**config.mk**
```make
export PLATFORM = sky130hd
export DESIGN_NAME = laii_ram
export DESIGN_NICKNAME = d
export VERILOG_FILES = /design/src/hdl/laii_ram.sv
export SDC_FILE = /design/constraint.sdc
export NUM_CORES = 2
export LEC_CHECK = 0
export BUFFER_PORTS_ARGS = -buffer_cell sky130_fd_sc_hd__buf_2
export CAP_MARGIN = 30
export CORE_ASPECT_RATIO = 1.4
export CORE_MARGIN = 2
export CORE_UTILIZATION = 30
export CTS_BUF_LIST = sky130_fd_sc_hd__clkbuf_8
export CTS_CLUSTER_DIAMETER = 200
export CTS_CLUSTER_SIZE = 20
export DETAILED_ROUTE_END_ITERATION = 16
export GPL_ROUTABILITY_DRIVEN = 0
export HOLD_SLACK_MARGIN = 0.05
export SYNTH_ARGS = -nofsm -noshare
export SYNTH_HDL_FRONTEND = slang
export SYNTH_SLANG_ARGS = --single-unit
```
**constraint.sdc**
```tcl
create_clock -name clk -period 8.5 [get_ports clk]
set_clock_uncertainty 0.1 [all_clocks]
set_input_delay 0.85 -clock clk [delete_from_list [all_inputs] [get_ports clk]]
set_output_delay 0.85 -clock clk [all_outputs]
set_load 0.01 [all_outputs]
```
**src/hdl/laii_ram.sv**
```systemverilog
`default_nettype none

module laii_ram #(
	parameter int WIDTH = 32,
	parameter int DEPTH = 64
) (
	input  logic                     clk,
	input  logic                     we,
	input  logic [$clog2(DEPTH)-1:0] waddr,
	input  logic [WIDTH-1:0]         wdata,
	input  logic [$clog2(DEPTH)-1:0] raddr,
	output logic [WIDTH-1:0]         rdata
);

	logic [WIDTH-1:0] mem [DEPTH];
	logic [WIDTH-1:0] rdata_q;

	// single write port, registered read port
	always_ff @(posedge clk) begin
		if (we) begin
			mem[waddr] <= wdata;
		end
		rdata_q <= mem[raddr];
	end

	assign rdata = rdata_q;

endmodule

`default_nettype wire

```
==> impl_metrics.json <==
{
  "gr-total-overflow": 0,
  "hold_violations": 0,
  "drtIter0Drc": 3802,
  "syn_avg_cell_area_sq_um": 23.6,
  "synth_top_family_by_area": "multiplexers",
  "clockBufferDepth": 3,
  "whs_endpoint": "mem[22][4]",
  "p_int_mw": 13.0,
  "num_rows": 222,
  "die_area_sq_mm": 0.266,
  "r2r-start": "mem[48][11]",
  "ys_seq_elements": 2080,
  "grt_pass1_vias": 36800,
  "use_met3_pct": 2.26,
  "post-cts-setup-buffer-count": 0,
  "muxShareOfSynthArea_pct": 16.8,
  "yosys_warnings": 0,
  "clk_latency_ps": 860,
  "cts_buffers": 113,
  "dr.pass1.iters": 5,
  "setup_tns_ps": 0,
  "worst-r2r-cell-count": 5,
  "clkPwrFrac_pct": 25.2,
  "async_flop_share_pct": 0,
  "crit_required_ps": 9190,
  "setup_viol": 0,
  "routedWlPerCell_um": 29.7,
  "dp_hpwl_mm": 116,
  "h-tree-depth": 3,
  "max_cap_violations": 0,
  "power_density_mw_per_mm2": 195,
  "pre_cts_slack_ps": 3880,
  "path_cells": "buf_8 -> buf_4 -> or2_1 -> buf_16 -> o22ai_1 -> nor2_1 -> a21oi_1 -> nor2_1",
  "vias": 35800,
  "setup.worst_path.class": "in2reg",
  "tritoncts": "built",
  "cp_data_arrival_time_ps": 4380,
  "vias_per_cell": 5.09,
  "rsz0062_at_grt": "no",
  "p_sw_mw": 3.76,
  "final_cell_mix": "edfxtp_1 (2,048), mux4_2 (544), buf_4 (115)",
  "synth_edf_count": 2048,
  "ys_types": 34,
  "hold_start": "wdata[4]",
  "fillers": 24200,
  "wl_mm": 209,
  "worst_pin_slew_ps": 1080,
  "crit_path_frequent_cell": "nor2_1",
  "met1_usage_pct": 18.6,
  "seqPwrFrac_pct": 68.2,
  "synthXorXnorAreaFrac_pct": 0,
  "clk_pin_slew_ps": 120,
  "detail-route-antenna-nets": 0,
  "netlist_area_sq_mm": 0.0785,
  "worstPathMaxFanout": 55,
  "core_sq_mm": 0.261,
  "r2r_slack_ps": 5990,
  "ctsResizeCount": 0,
  "synth_top_area_share_pct": 78.3,
  "cp_num_buf_inv": 3,
  "leakagePower_nw": 25.6,
  "crit_path_max_incr_delay_ps": 820,
  "io_buffers": 77,
  "slew_viol_final": 0,
  "pwr-share-comb_pct": 6.6,
  "cp_top_family": "simple AND/OR/NAND/NOR gates",
  "crit_path_start_kind": "input pin",
  "track_usage_pct": 15.4,
  "end_kind": "register",
  "holdPathStages": 1,
  "antenna_found_initial": 23,
  "drc_errors": 0,
  "synth-main-ff-cell": "edfxtp_1",
  "maxSlewHeadroom_pct": 27.7,
  "syn-num-nets": 3370,
  "hp-class": "in2reg",
  "status": "finished clean",
  "grt_max_degree": 132,
  "dieHeight_um": 609,
  "io_pins": 78,
  "root_buffer": "clkbuf_8",
  "start_util_pct": 30.1,
  "synth_area_leaders": "edfxtp_1 (78%), mux4_2 (16%), mux2i_1 (1.2%), dfxtp_1 (0.82%), o22ai_1 (0.67%)",
  "fin_ws_ps": 4810,
  "busiest_layer": "met2",
  "reg2reg_to": "rdata[11]",
  "vdd_drop_max_v": 0.000117,
  "die_w_um": 436,
  "synthAdderAreaFrac_pct": 0,
  "timing.final.crit_share_pct": 43.5,
  "synth-compound-area-share_pct": 1.67,
  "p_sw_share_pct": 22.5,
  "worst_path_max_delay_cell": "nor2_1",
  "hold_buffers": 0,
  "yosys.area_share.simple_pct": 1.27,
  "max_freq_ghz": 0.271,
  "grt_pass1_wl_mm": 290,
  "fin_crit_ps": 3690,
  "fin_nets": 3514,
  "layout-drive-gt1-share_pct": 26.6,
  "final_common_cell": "edfxtp_1",
  "met2_usage_pct": 27.7,
  "ys_seq_area_share_pct": 79.1,
  "clkSinkCount": 2080,
  "synthToLayoutAreaGrowth_pct": 9.52,
  "synth_top_cell_by_area": "edfxtp_1",
  "synth_cells": 3324
}
-- power groups by stage --
stage | registers (mW) | clock network (mW) | logic [mW]
5_1_grt | 11.4 | 4.63 | 1.16
2_1_floorplan | 11.6 | 0 | 0.552
4_1_cts | 11.4 | 4.34 | 1.13
3_5_place_dp | 11.6 | 0 | 1.13
6_report | 11.4 | 4.22 | 1.11
3_3_place_gp | 11.6 | 0 | 1.11
-- metal layers --
metal | share of wire (%) | vias up | routed length [um]
met4 | 4.2 | 14 | 8790
met2 | 52 | 1219 | 109000
met3 | 6.5 | 244 | 13700
li1 | - | 14400 | -
met1 | 37 | 19900 | 77300
met5 | 0.036 | - | 76
-- cell type report --
type | count | area [sq um] | area share, %
tap | 3472 | 4340 | 5.05
timing repair buffer | 211 | 1630 | 1.89
sequential | 2080 | 62100 | 72.3
clock buffer | 113 | 1560 | 1.81
antenna | 16 | 40.0 | 0.0466
clock inverter | 76 | 314 | 0.365
multi-input combinational | 1062 | 16000 | 18.6
-- worst register-to-register path: cells and delay by family, from the launching register on --
kind | cells | cell delay (ps)
multiplexers | 1 | 480
AO/OA/AOI/OAI | 2 | 1030
flip-flops | 1 | 390
AND/OR/NAND/NOR | 2 | 390
-- registers in the layout, summed over array words and instances, names as in the netlist --
signal,cells
rdata,32
mem,2048
-- cells in the mapped netlist, types with 21 or more instances --
cell,number
edfxtp_1,2048
nand2_1,26
buf_4,25
mux4_2,544
dfxtp_1,32
a21oi_1,62
buf_2,57
o22ai_1,84
nor2_1,137
clkbuf_1,74
buf_1,21
o221ai_1,27
mux2i_1,93
-- worst max path at each step --
stage | from | endpoint | slack, ps | depth (start not counted)
floorplan | waddr[3] | mem[48][0] | 4390 | 4
global placement | raddr[2] | rdata[11] | 3460 | 7
detailed placement | raddr[2] | rdata[8] | 3880 | 8
CTS | raddr[2] | rdata[8] | 4840 | 8
global route | raddr[2] | rdata[24] | 4790 | 8
finish | raddr[2] | rdata[1] | 4810 | 8
-- stage by stage --
stage	total power, mW	instances	util (%)	hold slack [ps]	instance area, sq um
after CTS	16.9	7012	32.9	344	85900
after floorplan	12.2	3324	-	563	78500
final	16.7	7030	33.0	306	86000
after global placement	12.7	6813	32.2	638	83900
after detailed placement	12.8	6823	32.2	627	84100
after global routing	17.2	7015	33.0	283	85900
-- cells by family (layout without fill, tap and decap cells) --
group           Yosys count  after routing
compound gates          202            202
buf+inv                 182            400
flops                  2080           2080
mux                     637            637
other cells               0             16
simple gates            223            223
(Power assumes the default switching activity.)
